File: config.mk
export PLATFORM = sky130hd
export DESIGN_NAME = pid_motor_drive_step
export DESIGN_NICKNAME = d
export VERILOG_FILES = /design/src/rtl/pmd_pkg.sv /design/src/rtl/pmd_div.sv /design/src/rtl/pid_motor_drive_step.sv
export SDC_FILE = /design/constraint.sdc
export NUM_CORES = 2
export LEC_CHECK = 0
export BUFFER_PORTS_ARGS = -buffer_cell sky130_fd_sc_hd__buf_2
export CORE_MARGIN = 5
export CORE_UTILIZATION = 59
export CTS_CLUSTER_DIAMETER = 60
export CTS_CLUSTER_SIZE = 12
export DETAILED_ROUTE_END_ITERATION = 6
export PLACE_DENSITY = 0.79
export SKIP_LAST_GASP = 1
export SLEW_MARGIN = 20
export SYNTH_ARGS = -nofsm -noshare
export SYNTH_HDL_FRONTEND = slang
export SYNTH_HIERARCHICAL = 1
export SYNTH_SLANG_ARGS = --single-unit
File: constraint.sdc
create_clock -name clk -period 9.1 [get_ports clk]
set_clock_uncertainty 0.2 [all_clocks]
set_input_delay 1.365 -clock clk [delete_from_list [all_inputs] [get_ports clk]]
set_output_delay 1.365 -clock clk [all_outputs]
set_load 0.005 [all_outputs]
File: src/rtl/pmd_pkg.sv
// ----------------------------------------------------------------------------
// pmd_pkg
// shared widths, register indexes and the microcode table of the pid step
// ----------------------------------------------------------------------------
package pmd_pkg;

    // field widths
    localparam int SETPOINT_W = 13;
    localparam int GAIN_W     = 14;
    localparam int OFFSET_W   = 10;
    localparam int PV_W       = 14;
    localparam int DRIVE_W    = 11;
    localparam int ERR_W      = 15;
    localparam int DIFF_W     = 16;
    localparam int INTEG_W    = 29;
    localparam int LIM_W      = 27;
    localparam int CMP_W      = INTEG_W + 1;
    localparam int PROD_W     = 44;
    localparam int MAG_W      = PROD_W - 1;
    localparam int PC_W       = 4;

    // port widths
    localparam int S_DATA_W   = 32;
    localparam int M_DATA_W   = 40;
    localparam int CFG_IDX_W  = 3;
    localparam int CFG_DATA_W = 14;

    // largest drive magnitude
    localparam logic [DRIVE_W-2:0] MAG_MAX = 10'd1023;

    // configuration register indexes
    typedef logic [CFG_IDX_W-1:0] reg_idx_t;
    localparam reg_idx_t REG_SETPOINT     = 3'd0;
    localparam reg_idx_t REG_GAIN_P       = 3'd1;
    localparam reg_idx_t REG_GAIN_I       = 3'd2;
    localparam reg_idx_t REG_GAIN_D       = 3'd3;
    localparam reg_idx_t REG_PWM_OFFSET   = 3'd4;
    localparam reg_idx_t REG_GAIN_DIVISOR = 3'd5;
    localparam reg_idx_t REG_INTEGRAL_CAP = 3'd6;
    localparam reg_idx_t REG_DEAD_BAND    = 3'd7;

    // multiplier operand select
    typedef logic [2:0] mul_sel_t;
    localparam mul_sel_t MUL_NONE = 3'd0;
    localparam mul_sel_t MUL_LIM  = 3'd1;
    localparam mul_sel_t MUL_P    = 3'd2;
    localparam mul_sel_t MUL_D    = 3'd3;
    localparam mul_sel_t MUL_I    = 3'd4;

    // datapath operation
    typedef logic [3:0] op_t;
    localparam op_t OP_NOP     = 4'd0;
    localparam op_t OP_ERR     = 4'd1;
    localparam op_t OP_PREP    = 4'd2;
    localparam op_t OP_CLAMP   = 4'd3;
    localparam op_t OP_ACC     = 4'd4;
    localparam op_t OP_DIVLD   = 4'd5;
    localparam op_t OP_RUN_OUT = 4'd6;
    localparam op_t OP_MAN_OUT = 4'd7;

    // sequencing
    typedef logic [2:0] jmp_t;
    localparam jmp_t J_NEXT = 3'd0;
    localparam jmp_t J_WAIT = 3'd1;
    localparam jmp_t J_LOOP = 3'd2;
    localparam jmp_t J_EMIT = 3'd3;
    localparam jmp_t J_GO   = 3'd4;

    typedef logic [PC_W-1:0] pc_t;
    localparam pc_t STEP_IDLE      = 4'd0;
    localparam pc_t STEP_ERR       = 4'd1;
    localparam pc_t STEP_PREP      = 4'd2;
    localparam pc_t STEP_CLAMP     = 4'd3;
    localparam pc_t STEP_SUM_D     = 4'd4;
    localparam pc_t STEP_SUM_I     = 4'd5;
    localparam pc_t STEP_DIV_START = 4'd6;
    localparam pc_t STEP_DIV_LOOP  = 4'd7;
    localparam pc_t STEP_RUN_OUT   = 4'd8;
    localparam pc_t STEP_MAN_OUT   = 4'd9;

    typedef struct packed {
        mul_sel_t mul_sel;
        op_t      op;
        jmp_t     jmp;
        pc_t      target;
    } ctrl_t;

    // control store
    function automatic ctrl_t ucode(input pc_t pc);
        ctrl_t c;
        c = '{MUL_NONE, OP_NOP, J_GO, STEP_IDLE};
        case (pc)
            STEP_IDLE:      c = '{MUL_NONE, OP_NOP,     J_WAIT, STEP_MAN_OUT};
            STEP_ERR:       c = '{MUL_LIM,  OP_ERR,     J_NEXT, STEP_IDLE};
            STEP_PREP:      c = '{MUL_P,    OP_PREP,    J_NEXT, STEP_IDLE};
            STEP_CLAMP:     c = '{MUL_D,    OP_CLAMP,   J_NEXT, STEP_IDLE};
            STEP_SUM_D:     c = '{MUL_I,    OP_ACC,     J_NEXT, STEP_IDLE};
            STEP_SUM_I:     c = '{MUL_NONE, OP_ACC,     J_NEXT, STEP_IDLE};
            STEP_DIV_START: c = '{MUL_NONE, OP_DIVLD,   J_NEXT, STEP_IDLE};
            STEP_DIV_LOOP:  c = '{MUL_NONE, OP_NOP,     J_LOOP, STEP_IDLE};
            STEP_RUN_OUT:   c = '{MUL_NONE, OP_RUN_OUT, J_EMIT, STEP_IDLE};
            STEP_MAN_OUT:   c = '{MUL_NONE, OP_MAN_OUT, J_EMIT, STEP_IDLE};
            default:        c = '{MUL_NONE, OP_NOP,     J_GO,   STEP_IDLE};
        endcase
        return c;
    endfunction

endpackage

File: src/rtl/pmd_div.sv
// ----------------------------------------------------------------------------
// pmd_div
// restoring divider for unsigned operands, one quotient bit per cycle
// ----------------------------------------------------------------------------
module pmd_div #(
    parameter int NUM_W = 43,
    parameter int DEN_W = 14
) (
    input  logic             clk,
    input  logic             rst_n,
    input  logic             start,
    input  logic [NUM_W-1:0] dividend,
    input  logic [DEN_W-1:0] divisor,
    output logic             busy,
    output logic [NUM_W-1:0] quotient
);

    localparam int CNT_W = $clog2(NUM_W + 1);

    logic [CNT_W-1:0] cnt_reg;
    logic [CNT_W-1:0] cnt_next;
    logic [DEN_W-1:0] rem_reg;
    logic [DEN_W-1:0] rem_next;
    logic [NUM_W-1:0] quo_reg;
    logic [NUM_W-1:0] quo_next;
    logic [DEN_W-1:0] den_reg;
    logic [DEN_W:0]   shifted;
    logic [DEN_W:0]   trial;
    logic             ge;

    assign busy     = (cnt_reg != '0);
    assign quotient = quo_reg;

    // one trial subtraction per step
    assign shifted = {rem_reg, quo_reg[NUM_W-1]};
    assign ge      = (shifted >= {1'b0, den_reg});
    assign trial   = shifted - {1'b0, den_reg};

    always_comb
    begin
        cnt_next = cnt_reg;
        rem_next = rem_reg;
        quo_next = quo_reg;
        if (start)
        begin
            cnt_next = CNT_W'(NUM_W);
            rem_next = '0;
            quo_next = dividend;
        end
        else if (busy)
        begin
            cnt_next = cnt_reg - CNT_W'(1);
            rem_next = ge ? trial[DEN_W-1:0] : shifted[DEN_W-1:0];
            quo_next = {quo_reg[NUM_W-2:0], ge};
        end
    end

    always_ff @(posedge clk or negedge rst_n)
    begin
        if (!rst_n)
        begin
            cnt_reg <= '0;
        end
        else
        begin
            cnt_reg <= cnt_next;
        end
    end

    always_ff @(posedge clk)
    begin
        rem_reg <= rem_next;
        quo_reg <= quo_next;
        if (start)
        begin
            den_reg <= divisor;
        end
    end

endmodule

File: src/rtl/pid_motor_drive_step.sv
// ----------------------------------------------------------------------------
// pid_motor_drive_step
// run tick: the error, prep, clamp and sum steps, the 43 step bit-serial divider
// and the output step; manual or stop tick: straight to the output step
// a new input word is taken only once the last result is in the output register
// reset clears the registers to their defaults, the integral, the last error
// and the held direction; no clearing pass, input is taken right after reset
// ----------------------------------------------------------------------------
// pid position/speed loop step with integral clamp, deadband and pwm offset.
// a small control store sequences one shared 15x29 multiplier, an adder and
// an iterative divider through the run computation.
// ----------------------------------------------------------------------------
module pid_motor_drive_step (
    input  logic                             clk,
    input  logic                             rst_n,
    // input word
    input  logic                             s_tvalid,
    output logic                             s_tready,
    // [13:0] process_value, [14] run_enable, [15] manual_enable,
    // [26:16] manual_drive, [31:27] zero
    input  logic [pmd_pkg::S_DATA_W-1:0]     s_tdata,
    // result word
    output logic                             m_tvalid,
    input  logic                             m_tready,
    // [10:0] drive, [11] motor_direction, [22:12] pwm_duty,
    // [37:23] control_error, [39:38] zero
    output logic [pmd_pkg::M_DATA_W-1:0]     m_tdata,
    // configuration writes
    input  logic                             cfg_valid,
    output logic                             cfg_ready,
    input  logic [pmd_pkg::CFG_IDX_W-1:0]    cfg_index,
    input  logic [pmd_pkg::CFG_DATA_W-1:0]   cfg_data
);

    // ------------------------------------------------------------------
    // configuration registers
    // ------------------------------------------------------------------
    logic [pmd_pkg::SETPOINT_W-1:0] setpoint_reg;
    logic [pmd_pkg::GAIN_W-1:0]     gain_p_reg;
    logic [pmd_pkg::GAIN_W-1:0]     gain_i_reg;
    logic [pmd_pkg::GAIN_W-1:0]     gain_d_reg;
    logic [pmd_pkg::OFFSET_W-1:0]   pwm_offset_reg;
    logic [pmd_pkg::GAIN_W-1:0]     gain_divisor_reg;
    logic [pmd_pkg::GAIN_W-1:0]     integral_cap_reg;
    logic [pmd_pkg::GAIN_W-1:0]     dead_band_reg;

    // always ready for a register write
    assign cfg_ready = 1'b1;

    always_ff @(posedge clk or negedge rst_n)
    begin
        if (!rst_n)
        begin
            setpoint_reg     <= 13'd512;
            gain_p_reg       <= 14'd120;
            gain_i_reg       <= '0;
            gain_d_reg       <= '0;
            pwm_offset_reg   <= '0;
            gain_divisor_reg <= 14'd100;
            integral_cap_reg <= 14'd100;
            dead_band_reg    <= '0;
        end
        else if (cfg_valid && cfg_ready)
        begin
            case (cfg_index)
                pmd_pkg::REG_SETPOINT:     setpoint_reg <= cfg_data[pmd_pkg::SETPOINT_W-1:0];
                pmd_pkg::REG_GAIN_P:       gain_p_reg <= cfg_data;
                pmd_pkg::REG_GAIN_I:       gain_i_reg <= cfg_data;
                pmd_pkg::REG_GAIN_D:       gain_d_reg <= cfg_data;
                pmd_pkg::REG_PWM_OFFSET:   pwm_offset_reg <= cfg_data[pmd_pkg::OFFSET_W-1:0];
                pmd_pkg::REG_GAIN_DIVISOR: gain_divisor_reg <= cfg_data;
                pmd_pkg::REG_INTEGRAL_CAP: integral_cap_reg <= cfg_data;
                pmd_pkg::REG_DEAD_BAND:    dead_band_reg <= cfg_data;
                default:
                begin
                end
            endcase
        end
    end

    // ------------------------------------------------------------------
    // sequencer: program counter and the control word it selects
    // ------------------------------------------------------------------
    pmd_pkg::pc_t   pc_reg;
    pmd_pkg::pc_t   pc_next;
    pmd_pkg::ctrl_t ctrl;
    logic           div_busy;
    logic           emit_fire;
    logic           in_run;

    assign ctrl      = pmd_pkg::ucode(pc_reg);
    assign s_tready  = (pc_reg == pmd_pkg::STEP_IDLE);
    assign in_run    = s_tdata[14];
    // a result leaves only into a free (or draining) output register
    assign emit_fire = (ctrl.jmp == pmd_pkg::J_EMIT) && (!m_tvalid || m_tready);

    always_comb
    begin
        pc_next = pc_reg;
        case (ctrl.jmp)
            pmd_pkg::J_NEXT: pc_next = pc_reg + pmd_pkg::PC_W'(1);
            pmd_pkg::J_WAIT:
            begin
                // run ticks go through the loop program, the rest straight out
                if (s_tvalid)
                begin
                    pc_next = in_run ? pc_reg + pmd_pkg::PC_W'(1) : ctrl.target;
                end
            end
            pmd_pkg::J_LOOP:
            begin
                if (!div_busy)
                begin
                    pc_next = pc_reg + pmd_pkg::PC_W'(1);
                end
            end
            pmd_pkg::J_EMIT:
            begin
                if (emit_fire)
                begin
                    pc_next = ctrl.target;
                end
            end
            pmd_pkg::J_GO:   pc_next = ctrl.target;
            default:         pc_next = pmd_pkg::STEP_IDLE;
        endcase
    end

    // ------------------------------------------------------------------
    // datapath registers
    // ------------------------------------------------------------------
    logic signed [pmd_pkg::PV_W-1:0]     pv_reg;
    logic                                manual_reg;
    logic signed [pmd_pkg::DRIVE_W-1:0]  mdrive_reg;
    logic signed [pmd_pkg::ERR_W-1:0]    err_reg;
    logic signed [pmd_pkg::DIFF_W-1:0]   diff_reg;
    logic signed [pmd_pkg::INTEG_W-1:0]  acc_reg;
    logic        [pmd_pkg::LIM_W-1:0]    lim_reg;
    logic signed [pmd_pkg::PROD_W-1:0]   prod_reg;
    logic signed [pmd_pkg::PROD_W-1:0]   sum_reg;
    logic                                neg_reg;

    // loop state
    logic signed [pmd_pkg::INTEG_W-1:0]  integral_reg;
    logic signed [pmd_pkg::ERR_W-1:0]    prev_err_reg;
    logic                                direction_reg;

    // result word
    logic signed [pmd_pkg::DRIVE_W-1:0]  out_drive_reg;
    logic                                out_dir_reg;
    logic        [pmd_pkg::DRIVE_W-1:0]  out_pwm_reg;
    logic signed [pmd_pkg::ERR_W-1:0]    out_err_reg;
    logic                                out_valid_reg;
    logic                                out_valid_next;

    // ------------------------------------------------------------------
    // shared multiplier, registered
    // ------------------------------------------------------------------
    logic        [pmd_pkg::GAIN_W-1:0]   mul_a;
    logic signed [pmd_pkg::INTEG_W-1:0]  mul_b;
    logic signed [pmd_pkg::GAIN_W:0]     mul_a_s;
    logic signed [pmd_pkg::PROD_W-1:0]   mul_full;

    always_comb
    begin
        mul_a = '0;
        mul_b = '0;
        case (ctrl.mul_sel)
            pmd_pkg::MUL_LIM:
            begin
                mul_a = integral_cap_reg;
                mul_b = {{(pmd_pkg::INTEG_W - pmd_pkg::GAIN_W){1'b0}}, gain_i_reg};
            end
            pmd_pkg::MUL_P:
            begin
                mul_a = gain_p_reg;
                mul_b = {{(pmd_pkg::INTEG_W - pmd_pkg::ERR_W){err_reg[pmd_pkg::ERR_W-1]}},
                         err_reg};
            end
            pmd_pkg::MUL_D:
            begin
                mul_a = gain_d_reg;
                mul_b = {{(pmd_pkg::INTEG_W - pmd_pkg::DIFF_W){diff_reg[pmd_pkg::DIFF_W-1]}},
                         diff_reg};
            end
            pmd_pkg::MUL_I:
            begin
                mul_a = gain_i_reg;
                mul_b = integral_reg;
            end
            default:
            begin
                mul_a = '0;
                mul_b = '0;
            end
        endcase
    end

    assign mul_a_s  = $signed({1'b0, mul_a});
    assign mul_full = mul_a_s * mul_b;

    // ------------------------------------------------------------------
    // error, derivative and integral clamp
    // ------------------------------------------------------------------
    logic signed [pmd_pkg::ERR_W-1:0]   err_new;
    logic signed [pmd_pkg::DIFF_W-1:0]  diff_new;
    logic signed [pmd_pkg::INTEG_W-1:0] acc_new;
    logic signed [pmd_pkg::CMP_W-1:0]   acc_ext;
    logic signed [pmd_pkg::CMP_W-1:0]   integ_ext;
    logic signed [pmd_pkg::CMP_W-1:0]   lim_pos;
    logic signed [pmd_pkg::CMP_W-1:0]   lim_neg;
    logic signed [pmd_pkg::CMP_W-1:0]   clamp_ext;

    assign err_new  = $signed({{(pmd_pkg::ERR_W - pmd_pkg::SETPOINT_W){1'b0}}, setpoint_reg})
                    - $signed({pv_reg[pmd_pkg::PV_W-1], pv_reg});
    assign diff_new = $signed({err_reg[pmd_pkg::ERR_W-1], err_reg})
                    - $signed({prev_err_reg[pmd_pkg::ERR_W-1], prev_err_reg});
    assign acc_new  = integral_reg
                    + $signed({{(pmd_pkg::INTEG_W - pmd_pkg::ERR_W){err_reg[pmd_pkg::ERR_W-1]}},
                               err_reg});

    assign acc_ext   = $signed({acc_reg[pmd_pkg::INTEG_W-1], acc_reg});
    assign integ_ext = $signed({integral_reg[pmd_pkg::INTEG_W-1], integral_reg});
    assign lim_pos   = $signed({{(pmd_pkg::CMP_W - pmd_pkg::LIM_W){1'b0}}, lim_reg});
    assign lim_neg   = -lim_pos;

    // anti-windup: the integral sum is pulled inside +/- limit after the error is added
    always_comb
    begin
        if (acc_ext > lim_pos)
        begin
            clamp_ext = lim_pos;
        end
        else if (acc_ext < lim_neg)
        begin
            clamp_ext = lim_neg;
        end
        else
        begin
            clamp_ext = acc_ext;
        end
    end

    // ------------------------------------------------------------------
    // divider on the magnitude of the weighted sum
    // ------------------------------------------------------------------
    logic                              div_start;
    logic [pmd_pkg::MAG_W-1:0]         sum_mag;
    logic [pmd_pkg::PROD_W-1:0]        sum_neg;
    logic [pmd_pkg::GAIN_W-1:0]        divisor;
    logic [pmd_pkg::MAG_W-1:0]         quotient;

    assign div_start = (ctrl.op == pmd_pkg::OP_DIVLD);
    assign sum_neg   = -sum_reg;
    assign sum_mag   = sum_reg[pmd_pkg::PROD_W-1] ? sum_neg[pmd_pkg::MAG_W-1:0]
                                                  : sum_reg[pmd_pkg::MAG_W-1:0];
    // a divisor of zero counts as one
    assign divisor   = (gain_divisor_reg == '0) ? pmd_pkg::GAIN_W'(1) : gain_divisor_reg;

    pmd_div #(
        .NUM_W (pmd_pkg::MAG_W),
        .DEN_W (pmd_pkg::GAIN_W)
    ) u_div (
        .clk      (clk),
        .rst_n    (rst_n),
        .start    (div_start),
        .dividend (sum_mag),
        .divisor  (divisor),
        .busy     (div_busy),
        .quotient (quotient)
    );

    // ------------------------------------------------------------------
    // result forming
    // ------------------------------------------------------------------
    logic [pmd_pkg::DRIVE_W-2:0]         q_sat;
    logic [pmd_pkg::ERR_W-1:0]           err_neg;
    logic [pmd_pkg::ERR_W-1:0]           err_mag;
    logic signed [pmd_pkg::DRIVE_W-1:0]  md_sat;
    logic [pmd_pkg::DRIVE_W-1:0]         md_neg;
    logic signed [pmd_pkg::DRIVE_W-1:0]  res_drive;
    logic                                res_dir;
    logic [pmd_pkg::DRIVE_W-1:0]         res_pwm;

    // quotient saturates to full scale; the sign was kept aside
    assign q_sat   = (|quotient[pmd_pkg::MAG_W-1:pmd_pkg::DRIVE_W-1]) ? pmd_pkg::MAG_MAX
                                                                       : quotient[pmd_pkg::DRIVE_W-2:0];
    assign err_neg = -err_reg;
    assign err_mag = err_reg[pmd_pkg::ERR_W-1] ? err_neg : err_reg;
    // manual most negative code is pulled in to -full scale
    assign md_sat  = (mdrive_reg == {1'b1, {(pmd_pkg::DRIVE_W-1){1'b0}}})
                   ? -$signed({1'b0, pmd_pkg::MAG_MAX}) : mdrive_reg;
    assign md_neg  = -md_sat;

    always_comb
    begin
        res_drive = '0;
        res_dir   = direction_reg;
        res_pwm   = '0;
        if (ctrl.op == pmd_pkg::OP_RUN_OUT)
        begin
            res_drive = neg_reg ? -$signed({1'b0, q_sat}) : $signed({1'b0, q_sat});
            res_dir   = !(neg_reg && (q_sat != '0));
            if (err_mag > {{(pmd_pkg::ERR_W - pmd_pkg::GAIN_W){1'b0}}, dead_band_reg})
            begin
                res_pwm = {1'b0, q_sat} + {1'b0, pwm_offset_reg};
            end
        end
        else if (manual_reg)
        begin
            res_drive = md_sat;
            res_dir   = !md_sat[pmd_pkg::DRIVE_W-1] && (md_sat != '0);
            res_pwm   = md_sat[pmd_pkg::DRIVE_W-1] ? md_neg : md_sat;
        end
    end

    // ------------------------------------------------------------------
    // control and state registers
    // ------------------------------------------------------------------
    assign out_valid_next = emit_fire || (out_valid_reg && !m_tready);

    always_ff @(posedge clk or negedge rst_n)
    begin
        if (!rst_n)
        begin
            pc_reg        <= pmd_pkg::STEP_IDLE;
            out_valid_reg <= 1'b0;
            integral_reg  <= '0;
            prev_err_reg  <= '0;
            direction_reg <= 1'b0;
        end
        else
        begin
            pc_reg        <= pc_next;
            out_valid_reg <= out_valid_next;
            if (ctrl.op == pmd_pkg::OP_CLAMP)
            begin
                integral_reg <= clamp_ext[pmd_pkg::INTEG_W-1:0];
                prev_err_reg <= err_reg;
            end
            if (emit_fire)
            begin
                direction_reg <= res_dir;
            end
        end
    end

    // payload registers, no reset
    always_ff @(posedge clk)
    begin
        if (s_tvalid && s_tready)
        begin
            pv_reg     <= s_tdata[13:0];
            manual_reg <= s_tdata[15];
            mdrive_reg <= s_tdata[26:16];
        end
        if (ctrl.mul_sel != pmd_pkg::MUL_NONE)
        begin
            prod_reg <= mul_full;
        end
        case (ctrl.op)
            pmd_pkg::OP_ERR:
            begin
                err_reg <= err_new;
            end
            pmd_pkg::OP_PREP:
            begin
                lim_reg  <= prod_reg[pmd_pkg::LIM_W-1:0];
                acc_reg  <= acc_new;
                diff_reg <= diff_new;
            end
            pmd_pkg::OP_CLAMP:
            begin
                sum_reg <= prod_reg;
            end
            pmd_pkg::OP_ACC:
            begin
                sum_reg <= sum_reg + prod_reg;
            end
            pmd_pkg::OP_DIVLD:
            begin
                neg_reg <= sum_reg[pmd_pkg::PROD_W-1];
            end
            default:
            begin
            end
        endcase
        if (emit_fire)
        begin
            out_drive_reg <= res_drive;
            out_dir_reg   <= res_dir;
            out_pwm_reg   <= res_pwm;
            out_err_reg   <= prev_err_reg;
        end
    end

    assign m_tvalid = out_valid_reg;
    assign m_tdata  = {2'b00, out_err_reg, out_pwm_reg, out_dir_reg, out_drive_reg};

    // ------------------------------------------------------------------
    // assertions
    // ------------------------------------------------------------------
    a_leave_idle: assert property (@(posedge clk) disable iff (!rst_n)
        (s_tvalid && s_tready) |=> (pc_reg != pmd_pkg::STEP_IDLE))
        else $error("sequencer stayed idle after taking a word");

    a_integral_bounded: assert property (@(posedge clk) disable iff (!rst_n)
        (pc_reg == pmd_pkg::STEP_DIV_LOOP) |-> ((integ_ext <= lim_pos) && (integ_ext >= lim_neg)))
        else $error("integral outside its clamp");

    a_emit_source: assert property (@(posedge clk) disable iff (!rst_n)
        $rose(m_tvalid) |-> $past(ctrl.jmp == pmd_pkg::J_EMIT))
        else $error("result word raised outside an output step");

    a_drive_range: assert property (@(posedge clk) disable iff (!rst_n)
        m_tvalid |-> (out_drive_reg != {1'b1, {(pmd_pkg::DRIVE_W-1){1'b0}}}))
        else $error("drive beyond full scale");

    a_div_started: assert property (@(posedge clk) disable iff (!rst_n)
        (pc_reg == pmd_pkg::STEP_DIV_START) |=> div_busy)
        else $error("divider did not start");

endmodule
==> load_flow_metrics.sql <==
INSERT INTO impl_metrics (metric_group, metric, value, unit) VALUES
('setup_path', 'r2r-end', 'prod_reg[40]', ''),
('clock_network', 'post_cts_hold_buffer_count', '0', ''),
('sta', 'relSlewSlack', '27.1', '%'),
('floorplan', 'fp.coreArea', '71200', 'um2'),
('detailed_routing', 'detailedRoute.firstPassIterationCount', '6', ''),
('floorplan', 'die_h', '277', 'um'),
('global_routing', 'via_count_of_the_first_global_routing_pass', '32100', ''),
('setup_path', 'timing.rr.start', 'pc_reg[3]', ''),
('min_path', 'whs_path_depth', '0', ''),
('global_routing', 'grtUsageMet1', '37.2', '%'),
('detailed_routing', 'final_antenna_net_count', '0', ''),
('global_routing', 'groute.layer.met3.usage', '5.61', '%'),
('synthesis', 'synth_area_per_cell', '9.84', 'um2'),
('sta', 'fin_crit', '8790', 'ps'),
('floorplan', 'die_w', '277', 'um'),
('clock_network', 'max-clock-path-buffers', '3', ''),
('synthesis', 'register_bit_count_reported_by_yosys', '474', ''),
('detailed_routing', 'routed_via_density', '5.92', ''),
('global_routing', 'wire_length_of_the_first_global_routing_pass', '168', 'mm'),
('synthesis', 'synth_flop_cell', 'edfxtp_1', ''),
('detailed_routing', 'wl', '104', 'mm'),
('detailed_routing', 'route.vias.total', '31600', ''),
('floorplan', 'initial_utilization', '59.2', '%'),
('clock_network', 'cts_sinks', '474', ''),
('sta', 'tightestPinTransition', '1090', 'ps'),
('global_routing', 'pin_count_of_the_biggest_net_entering_global_routing', '104', ''),
('global_routing', 'grtUsageMet2', '43.0', '%'),
('setup_path', 'arrival', '8920', 'ps'),
('global_routing', 'gr-max-usage-layer', 'met2', ''),
('synthesis', 'yosys_warnings', '6', ''),
('setup_path', 'cp_max_fo', '12', ''),
('min_path', 'hold_path.class', 'register to register', ''),
('clock_network', 'cts_root_buffer', 'clkbuf_16', ''),
('sta', 'timing.final.setup_violations', '0', ''),
('flow_run', 'maxCapViolations', '0', ''),
('global_routing', 'grt.overflow.total', '0', ''),
('clock_network', 'cts_tree', 'done', ''),
('final_layout', 'final_layout_size_suffix_gt1_share', '10.8', '%'),
('global_routing', 'overall_routing_resource_usage', '27.0', '%'),
('setup_path', 'rr_worst_depth', '26', ''),
('floorplan', 'ios', '97', ''),
('global_routing', 'antenna_found_initial', '4', ''),
('clock_network', 'clock_input_transition_at_the_sequential_cells_of_the_worst_setup_and_hold_paths', '60', 'ps'),
('synthesis', 'asyncSetResetFlopFracSynth', '34.4', '%'),
('sta', 'max_freq', '114', 'MHz'),
('synthesis', 'synth.distinct_cells', '85', ''),
('outcome', 'status', 'finished clean', ''),
('sta', 'hold_ws', '248', 'ps'),
('synthesis', 'synth_cells', '4288', ''),
('clock_network', 'clk_latency', '600', 'ps'),
('setup_path', 'r2r_setup_slack', '310', 'ps'),
('synthesis', 'ys_seq_area_share', '31.5', '%'),
('detailed_routing', 'dr.first_iter.drc_count', '2610', ''),
('place', 'post-dp-hpwl', '81.5', 'mm'),
('place', 'placement.io_buffers', '88', ''),
('setup_path', 'worst_ep_required_time', '9230', 'ps'),
('final_layout', 'post-route-util', '64.1', '%'),
('sta', 'layout_worst_path_cycle_share', '96.6', '%'),
('floorplan', 'fp.dieArea', '77000', 'um2'),
('clock_network', 'numCtsBuffers', '51', ''),
('sta', 'total_negative_setup_slack', '0', 'ps'),
('clock_network', 'h_tree_levels', '2', ''),
('floorplan', 'core.rowCount', '98', ''),
('setup_path', 'worstSetupEndpointType', 'register', ''),
('final_layout', 'syn2layout_area_growth', '8.27', '%'),
('sta', 'grt_setup_unrepaired', 'true', ''),
('final_layout', 'net_count_reported_at_finish', '5090', ''),
('sta', 'finalHoldViolCount', '0', ''),
('detailed_routing', 'post_drt_wl_per_cell', '19.5', 'um'),
('detailed_routing', 'post-route-drc-count', '0', ''),
('sta', 'slew_violations', '0', ''),
('synthesis', 'edff_count_synth', '297', ''),
('setup_path', 'crit_path_category', 'register to register', ''),
('min_path', 'hold_end', 'out_err_reg[14]', ''),
('synthesis', 'cell_area_after_technology_mapping', '42200', 'um2'),
('min_path', 'holdCritStartpoint', 'prev_err_reg[14]', ''),
('place', 'gp_routability_congestion', '0.965', ''),
('setup_path', 'crit_path_start_kind', 'register', '');
==> critical path, cell delays in order (launching register included) <==
cell and delay [ps]:
dfrtp_1 480, buf_4 230, nor2_1 340, o21ai_0 400, nand2_1 340, and3_1 440, nor2_1 100, fa_1 490
inv_1 50, fa_1 530, inv_1 50, fa_1 500, inv_1 50, fa_1 560, fa_1 540, fa_1 640
inv_1 70, ha_1 360, inv_1 110, o21ai_0 140, o31ai_1 500, a41oi_1 310, a2111oi_0 480, buf_4 220
o21ai_0 100, a21oi_1 190, xnor2_1 90
==> layout by cell type, fill, tap and decap left out, types with 16 or more instances in the layout <==
cell type and count:
edfxtp_1 297, buf_4 78, or3_1 16, nand2_1 393, nand2b_1 39, a31o_2 19
fa_1 380, mux2_2 156, nor3_1 55, nor4_1 18, a22oi_1 43, o21bai_1 20
o31ai_1 43, clkbuf_1 28, a21oi_1 167, dfrtp_1 152, nand3_1 57, nor2_1 388
clkbuf_16 52, xor2_1 47, a211oi_1 25, buf_2 87, and2_1 25, ha_1 307
a21boi_0 17, o41ai_1 18, o211ai_1 23, a21o_1 99, o21ai_0 177, inv_1 599
xnor2_1 179, mux2i_1 29, nor2b_1 33, nand4_1 35
==> cell families (layout without fill, tap and decap cells) <==
group	after synthesis	count (layout)	share of synthesized area (%)
other cells	2	4	0.0178
xor+xnor	226	226	4.69
flops	474	474	31.5
fa+ha+maj	687	687	27.1
buf+inv	763	865	6.85
mux	186	186	4.88
simple gates	1163	1163	12.6
compound gates	787	787	12.3
==> area by class of cell <==
cell class                 instances  area, um2
multi-input combinational       3052      26200
fill                            5657      25600
sequential                       474      13300
inverter                         600       2250
clock buffer                      83       1450
tap                              950       1190
timing repair buffer             170       1110
clock inverter                    12        158
antenna                            1       2.50
==> metal layers <==
layer	up-vias	wire (um)
li1	14700	-
met1	15500	43700
met2	1197	47500
met3	207	9150
met4	0	3830
met5	-	0
==> through the flow <==
stage	worst slack, ps	instances	cell area (um2)
2_1_floorplan	220	4289	42200
3_3_place_gp	204	5243	44000
3_5_place_dp	165	5243	44000
4_1_cts	92.6	5338	45600
5_1_grt	-40.9	5342	45700
6_report	306	5342	45700
==> repair_timing <==
item	4_1_cts	5_1_grt
resized for setup	0	2
setup buffers	0	3
endpoints found under the setup margin	0	12
==> worst max path at each step <==
stage          startpoint            to  slack [ps]  depth (start not counted)
3_5_place_dp    pc_reg[0]  prod_reg[40]         170                         29
2_1_floorplan   pc_reg[1]  prod_reg[40]         220                         32
3_3_place_gp    pc_reg[0]  prod_reg[40]         200                         29
4_1_cts         pc_reg[0]  prod_reg[40]          90                         29
6_report        pc_reg[3]  prod_reg[40]         310                         26
5_1_grt         pc_reg[3]  prod_reg[40]         -40                         26
==> cells in the mapped netlist (8+ instances only) <==
master	instances	area (um2)
nand2b_1	40	250
xor2_1	47	412
o41ai_1	18	158
o211ai_1	23	173
and3_1	15	93.8
nand3b_1	10	75.1
a211oi_1	25	188
mux2i_1	29	290
o21a_1	14	105
or2_2	15	93.8
nand2_1	394	1480
a21o_1	99	743
nand4_1	35	219
ha_1	307	3840
a2111oi_0	10	87.6
o21ai_0	177	886
nor3b_1	15	113
o21bai_1	20	150
dfxtp_1	14	280
a22oi_1	43	323
inv_1	599	2250
or4_1	14	105
or3_1	16	100
mux2_2	156	1760
nor3_1	58	290
and2_1	25	156
o31ai_1	44	330
xnor2_1	179	1570
a22o_1	8	70.1
clkbuf_1	145	544
a21boi_0	17	128
fa_1	380	7610
nor2b_1	34	213
a21oi_1	168	841
o22ai_1	15	93.8
nand3_1	58	290
dfstp_2	11	289
buf_1	12	45.0
dfrtp_1	152	3800
nor2_1	389	1460
edfxtp_1	297	8920
a31o_2	19	166
nor4_1	19	119
a31oi_1	14	87.6
o31a_1	12	105
Power is not shown: default switching activity piles up to over one toggle a cycle in this logic, so the estimate is an artifact.
